`src/rtl/btint_pkg.sv`:
```
`default_nettype none

package btint_pkg;

    // Fixed field widths
    localparam int TIME_W     = 32;
    localparam int VALUE_W    = 32;
    localparam int INDEX_W    = 6;
    localparam int FRAC_W     = 16;
    localparam int COUNT_W    = 7;
    localparam int CFG_IDX_W  = 1;
    localparam int CFG_DATA_W = 7;

    // Horner accumulator and product widths
    localparam int ACC_W  = 40;
    localparam int PROD_W = ACC_W + FRAC_W + 1;

    // Fraction divider: one quotient bit per cycle
    localparam int DIV_STEPS = FRAC_W;
    localparam int DIV_CNT_W = $clog2(DIV_STEPS);

    localparam int DEF_MAX_POINTS = 64;

    // Configuration register indexes
    localparam logic [CFG_IDX_W-1:0] CFG_MODE  = 1'd0;
    localparam logic [CFG_IDX_W-1:0] CFG_COUNT = 1'd1;

    // Transaction kinds
    localparam logic KIND_WRITE  = 1'b0;
    localparam logic KIND_SAMPLE = 1'b1;

    typedef enum logic [3:0] {
        ST_IDLE,
        ST_SCAN,
        ST_SCAN_LAST,
        ST_PICK,
        ST_RD_A,
        ST_RD_B,
        ST_RD_C,
        ST_RD_D,
        ST_RD_E,
        ST_DIV_INIT,
        ST_DIV,
        ST_LOAD,
        ST_MUL,
        ST_ACC,
        ST_END_RD,
        ST_FIN
    } state_t;

    typedef enum logic [2:0] {
        CAP_NONE,
        CAP_T0Y0,
        CAP_T1Y1,
        CAP_Y2,
        CAP_Y3,
        CAP_YEND
    } cap_t;

    typedef enum logic [2:0] {
        OP_NONE,
        OP_DIV_INIT,
        OP_DIV_STEP,
        OP_LOAD,
        OP_MUL,
        OP_ACC,
        OP_FIN
    } op_t;

    typedef enum logic [1:0] {
        COEF_C2,
        COEF_C1,
        COEF_C0,
        COEF_Y1
    } coef_t;

    typedef enum logic [1:0] {
        FIN_EMPTY,
        FIN_END,
        FIN_INTERP
    } fin_t;

    typedef struct packed {
        logic  wr;
        logic  ld_time;
        logic  cubic;
        cap_t  cap;
        op_t   op;
        coef_t coef;
        fin_t  fin;
    } btint_cmd_t;

    typedef struct packed {
        logic t_le_time;
        logic time_le_t;
        logic out_free;
    } btint_sts_t;

endpackage

`default_nettype wire

```
`src/rtl/btint_ctrl.sv`:
```
`default_nettype none

module btint_ctrl
    import btint_pkg::*;
#(
    parameter int MAX_POINTS = DEF_MAX_POINTS,
    localparam int AW = (MAX_POINTS > 1) ? $clog2(MAX_POINTS) : 1,
    localparam int CW = $clog2(MAX_POINTS + 1)
)
(
    input  wire logic                  clk,
    input  wire logic                  rst_n,
    input  wire logic                  cfg_we,
    input  wire logic [CFG_IDX_W-1:0]  cfg_index,
    input  wire logic [CFG_DATA_W-1:0] cfg_data,
    input  wire logic                  in_valid,
    output logic                       in_ready,
    input  wire logic                  kind,
    input  wire btint_sts_t            sts,
    output btint_cmd_t                 cmd,
    output logic [AW-1:0]              t_addr,
    output logic [AW-1:0]              v_addr
);

    // Configuration registers
    logic               mode_reg;
    logic [COUNT_W-1:0] count_reg;

    always_ff @(posedge clk or negedge rst_n)
    begin
        if (!rst_n)
        begin
            mode_reg  <= 1'b0;
            count_reg <= '0;
        end
        else if (cfg_we)
        begin
            unique case (cfg_index)
                CFG_MODE:  mode_reg  <= cfg_data[0];
                CFG_COUNT: count_reg <= cfg_data[COUNT_W-1:0];
                default:   ;
            endcase
        end
    end

    // Control state
    state_t               state_reg, state_next;
    logic [CW-1:0]        n_reg, n_next;
    logic [AW-1:0]        j_reg, j_next, jd_reg, jd_next, i_reg, i_next;
    logic [AW-1:0]        end_reg, end_next;
    logic                 rdv_reg, rdv_next, lo_reg, lo_next, hi_reg, hi_next;
    logic [DIV_CNT_W-1:0] cnt_reg, cnt_next;
    logic [1:0]           k_reg, k_next;
    fin_t                 fin_reg, fin_next;

    always_ff @(posedge clk or negedge rst_n)
    begin
        if (!rst_n)
        begin
            state_reg <= ST_IDLE;
            n_reg     <= '0;
            j_reg     <= '0;
            jd_reg    <= '0;
            i_reg     <= '0;
            end_reg   <= '0;
            rdv_reg   <= 1'b0;
            lo_reg    <= 1'b0;
            hi_reg    <= 1'b0;
            cnt_reg   <= '0;
            k_reg     <= '0;
            fin_reg   <= FIN_EMPTY;
        end
        else
        begin
            state_reg <= state_next;
            n_reg     <= n_next;
            j_reg     <= j_next;
            jd_reg    <= jd_next;
            i_reg     <= i_next;
            end_reg   <= end_next;
            rdv_reg   <= rdv_next;
            lo_reg    <= lo_next;
            hi_reg    <= hi_next;
            cnt_reg   <= cnt_next;
            k_reg     <= k_next;
            fin_reg   <= fin_next;
        end
    end

    // Neighbor indices, clamped
    logic [AW-1:0] nm1, ip1, i0, i3;
    logic          cubic;

    assign nm1   = AW'(n_reg - CW'(1));
    assign ip1   = AW'(32'(i_reg) + 1);
    assign i0    = (i_reg != '0) ? AW'(32'(i_reg) - 1) : '0;
    assign i3    = (32'(i_reg) + 2 < 32'(n_reg) - 1) ? AW'(32'(i_reg) + 2) : nm1;
    assign cubic = mode_reg && (32'(n_reg) >= 4);

    // Next state and commands
    always_comb
    begin
        state_next  = state_reg;
        n_next      = n_reg;
        j_next      = j_reg;
        jd_next     = jd_reg;
        i_next      = i_reg;
        end_next    = end_reg;
        rdv_next    = 1'b0;
        lo_next     = lo_reg;
        hi_next     = hi_reg;
        cnt_next    = cnt_reg;
        k_next      = k_reg;
        fin_next    = fin_reg;
        in_ready    = 1'b0;
        t_addr      = j_reg;
        v_addr      = end_reg;
        cmd.wr      = 1'b0;
        cmd.ld_time = 1'b0;
        cmd.cubic   = cubic;
        cmd.cap     = CAP_NONE;
        cmd.op      = OP_NONE;
        cmd.coef    = COEF_Y1;
        cmd.fin     = fin_reg;

        // Search bookkeeping for the entry read last cycle
        if (rdv_reg)
        begin
            if (jd_reg == '0)
            begin
                lo_next = sts.time_le_t;
            end
            if (jd_reg == nm1)
            begin
                hi_next = sts.t_le_time;
            end
            if (jd_reg != '0 && jd_reg != nm1 && sts.t_le_time)
            begin
                i_next = jd_reg;
            end
        end

        unique case (state_reg)
            ST_IDLE:
            begin
                in_ready = 1'b1;
                if (in_valid)
                begin
                    if (kind == KIND_WRITE)
                    begin
                        cmd.wr = 1'b1;
                    end
                    else
                    begin
                        cmd.ld_time = 1'b1;
                        n_next = (32'(count_reg) > MAX_POINTS) ? CW'(MAX_POINTS)
                                                               : CW'(count_reg);
                        j_next = '0;
                        i_next = '0;
                        k_next = '0;
                        if (count_reg == '0)
                        begin
                            fin_next   = FIN_EMPTY;
                            state_next = ST_FIN;
                        end
                        else
                        begin
                            state_next = ST_SCAN;
                        end
                    end
                end
            end
            ST_SCAN:
            begin
                t_addr   = j_reg;
                jd_next  = j_reg;
                rdv_next = 1'b1;
                j_next   = AW'(32'(j_reg) + 1);
                if (j_reg == nm1)
                begin
                    state_next = ST_SCAN_LAST;
                end
            end
            ST_SCAN_LAST:
            begin
                state_next = ST_PICK;
            end
            ST_PICK:
            begin
                if (n_reg == CW'(1) || lo_reg)
                begin
                    end_next   = '0;
                    state_next = ST_END_RD;
                end
                else if (hi_reg)
                begin
                    end_next   = nm1;
                    state_next = ST_END_RD;
                end
                else
                begin
                    state_next = ST_RD_A;
                end
            end
            ST_RD_A:
            begin
                t_addr     = i_reg;
                v_addr     = i0;
                state_next = ST_RD_B;
            end
            ST_RD_B:
            begin
                t_addr     = ip1;
                v_addr     = i_reg;
                cmd.cap    = CAP_T0Y0;
                state_next = ST_RD_C;
            end
            ST_RD_C:
            begin
                v_addr     = ip1;
                cmd.cap    = CAP_T1Y1;
                state_next = ST_RD_D;
            end
            ST_RD_D:
            begin
                v_addr     = i3;
                cmd.cap    = CAP_Y2;
                state_next = ST_RD_E;
            end
            ST_RD_E:
            begin
                cmd.cap    = CAP_Y3;
                state_next = ST_DIV_INIT;
            end
            ST_DIV_INIT:
            begin
                cmd.op     = OP_DIV_INIT;
                cnt_next   = '0;
                state_next = ST_DIV;
            end
            ST_DIV:
            begin
                cmd.op   = OP_DIV_STEP;
                cnt_next = DIV_CNT_W'(32'(cnt_reg) + 1);
                if (32'(cnt_reg) == DIV_STEPS - 1)
                begin
                    state_next = ST_LOAD;
                end
            end
            ST_LOAD:
            begin
                cmd.op     = OP_LOAD;
                state_next = ST_MUL;
            end
            ST_MUL:
            begin
                cmd.op     = OP_MUL;
                state_next = ST_ACC;
            end
            ST_ACC:
            begin
                cmd.op = OP_ACC;
                if (!cubic)
                begin
                    cmd.coef = COEF_Y1;
                end
                else if (k_reg == 2'd0)
                begin
                    cmd.coef = COEF_C2;
                end
                else if (k_reg == 2'd1)
                begin
                    cmd.coef = COEF_C1;
                end
                else
                begin
                    cmd.coef = COEF_C0;
                end
                if (!cubic || k_reg == 2'd2)
                begin
                    fin_next   = FIN_INTERP;
                    state_next = ST_FIN;
                end
                else
                begin
                    k_next     = k_reg + 2'd1;
                    state_next = ST_MUL;
                end
            end
            ST_END_RD:
            begin
                v_addr     = end_reg;
                fin_next   = FIN_END;
                state_next = ST_FIN;
                // value lands in the read register for ST_FIN, address held
            end
            ST_FIN:
            begin
                if (sts.out_free)
                begin
                    cmd.op     = OP_FIN;
                    state_next = ST_IDLE;
                end
            end
            default:
            begin
                state_next = ST_IDLE;
            end
        endcase
    end

    // Interval picked for blending always has a right neighbor
    assert property (@(posedge clk) disable iff (!rst_n)
        (state_reg == ST_RD_A) |-> (32'(i_reg) + 2 <= 32'(n_reg)))
        else $error("interval index beyond table");

    // Empty result only for an empty table
    assert property (@(posedge clk) disable iff (!rst_n)
        (cmd.op == OP_FIN && fin_reg == FIN_EMPTY) |-> (n_reg == '0 || count_reg == '0))
        else $error("empty flag with points in use");

    // Result is only loaded when the output register can take it
    assert property (@(posedge clk) disable iff (!rst_n)
        (cmd.op == OP_FIN) |-> sts.out_free)
        else $error("result overwrites pending output");

    // Horner load only follows the divider state
    assert property (@(posedge clk) disable iff (!rst_n)
        (state_reg == ST_LOAD) |-> ($past(state_reg) == ST_DIV))
        else $error("load without completed division");

endmodule

`default_nettype wire
```
`config.mk`:
```
export PLATFORM = sky130hd
export DESIGN_NAME = btint_ctrl
export DESIGN_NICKNAME = d
export VERILOG_FILES = /design/src/rtl/btint_pkg.sv /design/src/rtl/btint_ctrl.sv
export SDC_FILE = /design/constraint.sdc
export NUM_CORES = 1
export LEC_CHECK = 0
export BUFFER_PORTS_ARGS = -buffer_cell sky130_fd_sc_hd__clkbuf_2
export CORE_MARGIN = 2
export CORE_UTILIZATION = 35
export CTS_CLUSTER_DIAMETER = 80
export CTS_CLUSTER_SIZE = 30
export DETAILED_ROUTE_END_ITERATION = 8
export MAX_ROUTING_LAYER = met4
export PLACE_DENSITY_LB_ADDON = 0.08
export SLEW_MARGIN = 20
export SYNTH_ARGS = -nofsm -noshare
export SYNTH_HDL_FRONTEND = slang
export SYNTH_SLANG_ARGS = --single-unit
```
`constraint.sdc`:
```
create_clock -name clk -period 3 [get_ports clk]
set_input_delay 0.15 -clock clk [delete_from_list [all_inputs] [get_ports clk]]
set_output_delay 0.15 -clock clk [all_outputs]
set_load 0.05 [all_outputs]
```
==> results of run 1 <==
critical path: stages, from the launching register on:
cell and delay (ns):
dfrtp_2 0.43, inv_4 0.07, ha_4 0.12, nor3b_4 0.18, nand2_1 0.09, xor2_1 0.14, ha_1 0.32, nand2_1 0.05
mux2i_1 0.17, a311oi_2 0.10, a21o_1 0.21, or4_1 0.40, o211ai_1 0.17, buf_12 0.18
where the power goes:
group,internal [mW],leakage (nW),switching [mW],total (mW)
sequential,0.998,0.683,0.386,1.38
combinational,1.67,1.30,2.58,4.25
clock,0.275,0.0618,0.264,0.540
total,2.94,2.04,3.23,6.17
routing by layer:
layer | up-vias | GRT usage | share of wire
met5 | - | - | 0
met4 | 0 | 0.0443 | 0.012
met3 | 11 | 0.0265 | 0.035
met2 | 70 | 0.306 | 0.47
met1 | 1711 | 0.286 | 0.48
li1 | 1716 | - | -
final cells by class:
type,instances,area [um2],area share
clock buffer,6,82.6,0.0174
sequential,54,1350,0.284
clock inverter,2,38.8,0.00815
inverter,15,58.8,0.0124
tap,140,175,0.0368
multi-input combinational,356,2530,0.533
timing repair buffer,72,515,0.108
logic make-up after synthesis:
family / count (synthesis) / synth area share
AND/OR/NAND/NOR: 165 / 0.215
buffers and inverters: 41 / 0.0448
adder cells (fa/ha/maj): 19 / 0.0604
XOR/XNOR: 31 / 0.0795
AO/OA/AOI/OAI: 117 / 0.193
flip-flops: 54 / 0.344
multiplexers: 23 / 0.0636
path summary, 6_finish.rpt:
| check | from | end | slack (ns) | cells after the start |
|---|---|---|---|---|
| worst max-delay path | n_reg[0]$_DFFE_PN0P_ | v_addr[2] | -0.1 | 13 |
| max in group asynchronous | rst_n | cnt_reg[2]$_DFFE_PN0P_ | 2.35 | 2 |
| worst min register to register | end_reg[2]$_DFFE_PN0P_ | end_reg[2]$_DFFE_PN0P_ | 0.49 | 2 |
| min in group clk | cfg_data[4] | count_reg[4]$_DFFE_PN0P_ | 0.05 | 2 |
| worst min-delay path | rst_n | n_reg[1]$_DFFE_PN0P_ | -0.05 | 1 |
| worst max register to register | n_reg[3]$_DFFE_PN0P_ | state_reg[1]$_DFFE_PN0P_ | 0.41 | 7 |
layout by cell type (no fill, tap or decap), types with 6 or more instances in the layout:
cell type,n
nor3_1,9
clkbuf_2,34
nand3b_1,6
a21oi_1,27
nand4_1,7
inv_1,12
nor2_1,41
a21oi_2,6
o21ai_1,7
xnor2_1,17
mux2i_1,7
a21o_1,6
o21ai_0,32
buf_4,31
nand3_1,12
nand2_1,51
ha_1,18
dfrtp_1,53
mux2_2,16
xor2_1,11
clkbuf_8,8
nor2b_1,6
what timing repair did:
action	in CTS	in global routing
hold endpoints to repair	0	0
setup endpoints to repair	6	6
buffers inserted	5	0
gates cloned	1	0
pin swaps	4	1
gates resized for setup	14	0
==> impl_metrics.py, run 1 <==
metrics = {
    "clock_tree": {
        "cts_buffers": 5,
        "root_buffer": "clkbuf_8",
        "htreeDepth": 2,
        "cts_buffer_depth": 2,
        "clock_latency_ns": 0.32,
        "cts_tree": "yes",
        "clkTransAtPathRegs_ns": 0.10,
        "cts_sinks": 54,
        "cts_hold_buf": 0,
    },
    "logic_synthesis": {
        "async_flop_share": 1.00,
        "syn_inst": 450,
        "yosysMostFrequentCell": "dfrtp_1",
        "ys_top_cells_by_count": "dfrtp_1 (54), nand2_1 (51), nor2_1 (41)",
        "syn-cell-area_um2": 3930,
        "syn-num-nets": 485,
        "yosys_warnings": 0,
        "ys_ff_latch": 54,
        "synth_top_area_frac": 0.344,
        "syn_avg_cell_area_um2": 8.74,
        "synth_top_area_cell": "dfrtp_1",
        "synth_seq_area_share": 0.344,
        "synth_area_leaders": "dfrtp_1 (34%), ha_1 (6.0%), nand2_1 (4.9%)",
        "ys.flop_type": "dfrtp_1",
        "synth_cell_types": 63,
        "synth_enable_flop_cells": 0,
    },
    "finish": {
        "fill_cells": 1073,
        "syn_to_final_growth_pct": 21.0,
        "antenna_cells": 0,
        "final_cells": 645,
        "final_net_count": 539,
        "fin_area_um2": 4760,
        "drive_above_1_share": 0.255,
        "fin_util": 0.437,
    },
    "route": {
        "routedWlPerCell_um": 17.3,
        "num_vias": 3508,
        "via_per_inst": 5.44,
        "drt-total-wl_mm": 11.1,
        "ant_nets": 0,
        "first_pass_iters": 4,
        "route.detailed.drc": 0,
        "drtIter0Drc": 245,
    },
    "global_routing": {
        "grt_first_pass_wirelength_mm": 18.0,
        "antenna_found_initial": 0,
        "grt_max_degree": 41,
        "grt_pass1_vias": 3281,
        "grt-ovfl-total": 0,
        "gr-usage-all-layers": 0.201,
    },
    "sta": {
        "hold_slack_ns": -0.0522,
        "maxSlewHeadroom": 0.381,
        "final_max_slew_viol_count": 0,
        "setup_ws_ns": -0.0979,
        "fmax_mhz": 323,
        "finalCritPeriodShare": 1.03,
        "clock_skew_ns": 0.00655,
        "finalHoldViolCount": 38,
        "setup_tns_ns": -0.368,
        "min_period_ns": 3.10,
        "final-setup-viol-count": 5,
        "worstMarginPinSlew_ns": 0.929,
        "rsz0062_at_grt": "true",
    },
    "min_path": {
        "min_path_type": "primary input to asynchronous set/reset pin",
    },
    "place": {
        "hpwl_mm": 8.53,
        "io_buffers": 41,
        "place_area_um2": 4540,
        "dp.cells": 631,
        "place_congestion": 0.844,
        "preCtsSetupSlack_ns": 0.119,
    },
    "floorplan": {
        "initial_utilization": 0.361,
        "die_height_um": 110,
        "io_pins": 42,
        "die_w_um": 110,
        "dieArea_um2": 12100,
        "core_area_um2": 10900,
        "rows": 38,
    },
    "run_status": {
        "outcome": "complete, but fails checks",
        "violations": "hold timing, setup timing",
    },
    "critical_path": {
        "start_kind": "register",
        "cp-end-kind": "output port",
        "cp_max_fo": 4,
        "required_ns": 2.85,
        "crit_type": "register to output port",
        "crit_arrival_ns": 2.95,
    },
    "power_and_ir_drop": {
        "peakVddDrop_v": 0.000715,
        "power.total_mw": 6.17,
        "power.density_nw_per_um2": 1300,
        "leakage_nw": 2.04,
    },
    "flow_run": {
        "drv_cap": 0,
    },
}
(Power assumes the default switching activity.)
==> run 2, diff against run 1 <==
--- a/config.mk
+++ b/config.mk
@@ -7,10 +7,12 @@
 export LEC_CHECK = 0
 export BUFFER_PORTS_ARGS = -buffer_cell sky130_fd_sc_hd__clkbuf_2
 export CORE_MARGIN = 2
-export CORE_UTILIZATION = 35
+export CORE_UTILIZATION = 55
+export CTS_BUF_LIST = sky130_fd_sc_hd__clkbuf_2
 export CTS_CLUSTER_DIAMETER = 80
 export CTS_CLUSTER_SIZE = 30
 export DETAILED_ROUTE_END_ITERATION = 8
+export HOLD_SLACK_MARGIN = 0.05
 export MAX_ROUTING_LAYER = met4
 export PLACE_DENSITY_LB_ADDON = 0.08
 export SLEW_MARGIN = 20
==> impl_metrics.py, run 2 (synthesis results as in run 1) <==
metrics = {
    "finish": {
        "layout.cells.most_common": "dfrtp_1",
        "fin_area_um2": 4810,
        "final_net_count": 553,
        "final_cell_mix": "dfrtp_1 (53), nand2_1 (50), nor2_1 (40), clkbuf_2 (40), buf_4 (33)",
        "drive_above_1_share": 0.260,
        "fin_util": 0.700,
        "final_cells": 615,
        "antenna_cells": 0,
        "syn_to_final_growth_pct": 22.2,
    },
    "sta": {
        "clock_skew_ns": 0.0224,
        "hold_slack_ns": 0.0756,
        "min_period_ns": 3.37,
        "worstMarginPinSlew_ns": 0.892,
        "rsz0062_at_grt": "true",
        "finalCritPeriodShare": 1.12,
        "finalHoldViolCount": 0,
        "maxSlewHeadroom": 0.405,
        "fmax_mhz": 296,
        "setup_ws_ns": -0.373,
        "final_max_slew_viol_count": 0,
        "final-setup-viol-count": 6,
    },
    "place": {
        "place_congestion": 0.929,
        "dp.cells": 586,
        "io_buffers": 41,
        "hpwl_mm": 7.47,
        "place_area_um2": 4430,
    },
    "route": {
        "ant_nets": 0,
        "via_per_inst": 5.78,
        "drt-total-wl_mm": 10.2,
        "first_pass_iters": 4,
        "drtIter0Drc": 252,
        "route.detailed.drc": 0,
        "num_vias": 3556,
        "routedWlPerCell_um": 16.6,
    },
    "power_and_ir_drop": {
        "leakage_nw": 2.08,
        "peakVddDrop_v": 0.000531,
        "power.density_nw_per_um2": 1270,
        "power.total_mw": 6.11,
    },
    "floorplan": {
        "die_height_um": 88.6,
        "rows": 30,
        "initial_utilization": 0.573,
        "io_pins": 42,
        "die_w_um": 88.6,
        "dieArea_um2": 7840,
        "core_area_um2": 6870,
    },
    "global_routing": {
        "antenna_found_initial": 0,
        "grt_first_pass_wirelength_mm": 16.9,
        "grt_pass1_vias": 3449,
        "grt_max_degree": 34,
        "gr-usage-all-layers": 0.285,
        "grt-ovfl-total": 0,
    },
    "clock_tree": {
        "clkTransAtPathRegs_ns": 0.30,
        "htreeDepth": 2,
        "cts_sinks": 54,
        "cts_buffer_depth": 2,
        "clock_latency_ns": 0.47,
        "cts_buffers": 5,
        "cts_tree": "yes",
        "root_buffer": "clkbuf_2",
    },
    "critical_path": {
        "start_kind": "register",
        "crit_type": "register to output port",
        "required_ns": 2.85,
        "crit_arrival_ns": 3.22,
        "cp-end-kind": "output port",
        "cp_max_fo": 4,
        "r2r_slack_ns": 0.54,
    },
    "flow_run": {
        "drv_cap": 0,
    },
    "run_status": {
        "violations": "setup timing",
        "outcome": "complete, but fails checks",
    },
    "min_path": {
        "min_path_type": "primary input to register",
    },
}
run 2: cell count changes in the layout (fill, tap and decap cells not counted), moves of 2 or more:
cell	change
clkbuf_2	+6
buf_4	+2
dlygate4sd3_1	+12
clkbuf_8	-8
a21oi_2	-2
buf_12	-3
buf_8	+5
run 2: area by class of cell:
type                    instances  area [um2]
flip-flops and latches         54        1350
clock buffers                   5        25.0
fillers                       556        2060
repair buffers                 86         638
clock inverters                 3        48.8
multi-input cells             356        2560
inverters                      15        58.8
well taps                      96         120
run 2: metrics by stage:
stage	TNS (ns)	setup WS, ns
4_1_cts	-1.77	-0.343
3_3_place_gp	0	0.0798
6_report	-1.82	-0.373
5_1_grt	-2.98	-0.565
2_1_floorplan	-0.0180	-0.0180
3_5_place_dp	-0.0190	-0.0190
run 2: critical path, cell delays in order, from the launching register on:
cell and delay [ns]:
dfrtp_2 0.49, inv_4 0.07, ha_4 0.12, nor3b_4 0.18, nand2_1 0.09, xor2_1 0.15
ha_1 0.33, nand2b_1 0.08, mux2i_2 0.21, a311oi_4 0.09, a21o_1 0.20, or4_1 0.40
o211ai_1 0.16, buf_12 0.18
run 2: power by group:
part           switching [mW]  leakage [nW]  internal, mW
Combinational            2.57          1.35          1.74
Sequential              0.403         0.683         0.995
Clock                   0.258        0.0411         0.147
Total                    3.23          2.08          2.88
run 2: layer usage:
metal	wire length (um)	vias up	global-route usage
met1	4740	1719	0.385
li1	-	1737	-
met5	0	-	-
met2	4940	79	0.452
met3	322	21	0.0364
met4	227	0	0.0840
run 2: timing repair:
item,4_1_cts,5_1_grt
buffers inserted,7,1
gates cloned,1,0
setup endpoints to repair,6,12
hold endpoints to repair,42,1
hold buffers,11,1
pin swaps,9,2
resized for setup,23,7
run 2: path summary, 6_finish.rpt:
path / from / endpoint / cells past startpoint
worst max-delay path: n_reg[0]$_DFFE_PN0P_ / v_addr[2] / 13
worst min-delay path: in_valid / fin_reg[1]$_DFFE_PN0P_ / 3
worst max register to register: n_reg[3]$_DFFE_PN0P_ / i_reg[2]$_DFF_PN0_ / 7
worst min register to register: end_reg[4]$_DFFE_PN0P_ / end_reg[4]$_DFFE_PN0P_ / 2
max in group asynchronous: rst_n / j_reg[3]$_DFFE_PN0P_ / 3
min in group asynchronous: rst_n / end_reg[5]$_DFFE_PN0P_ / 2
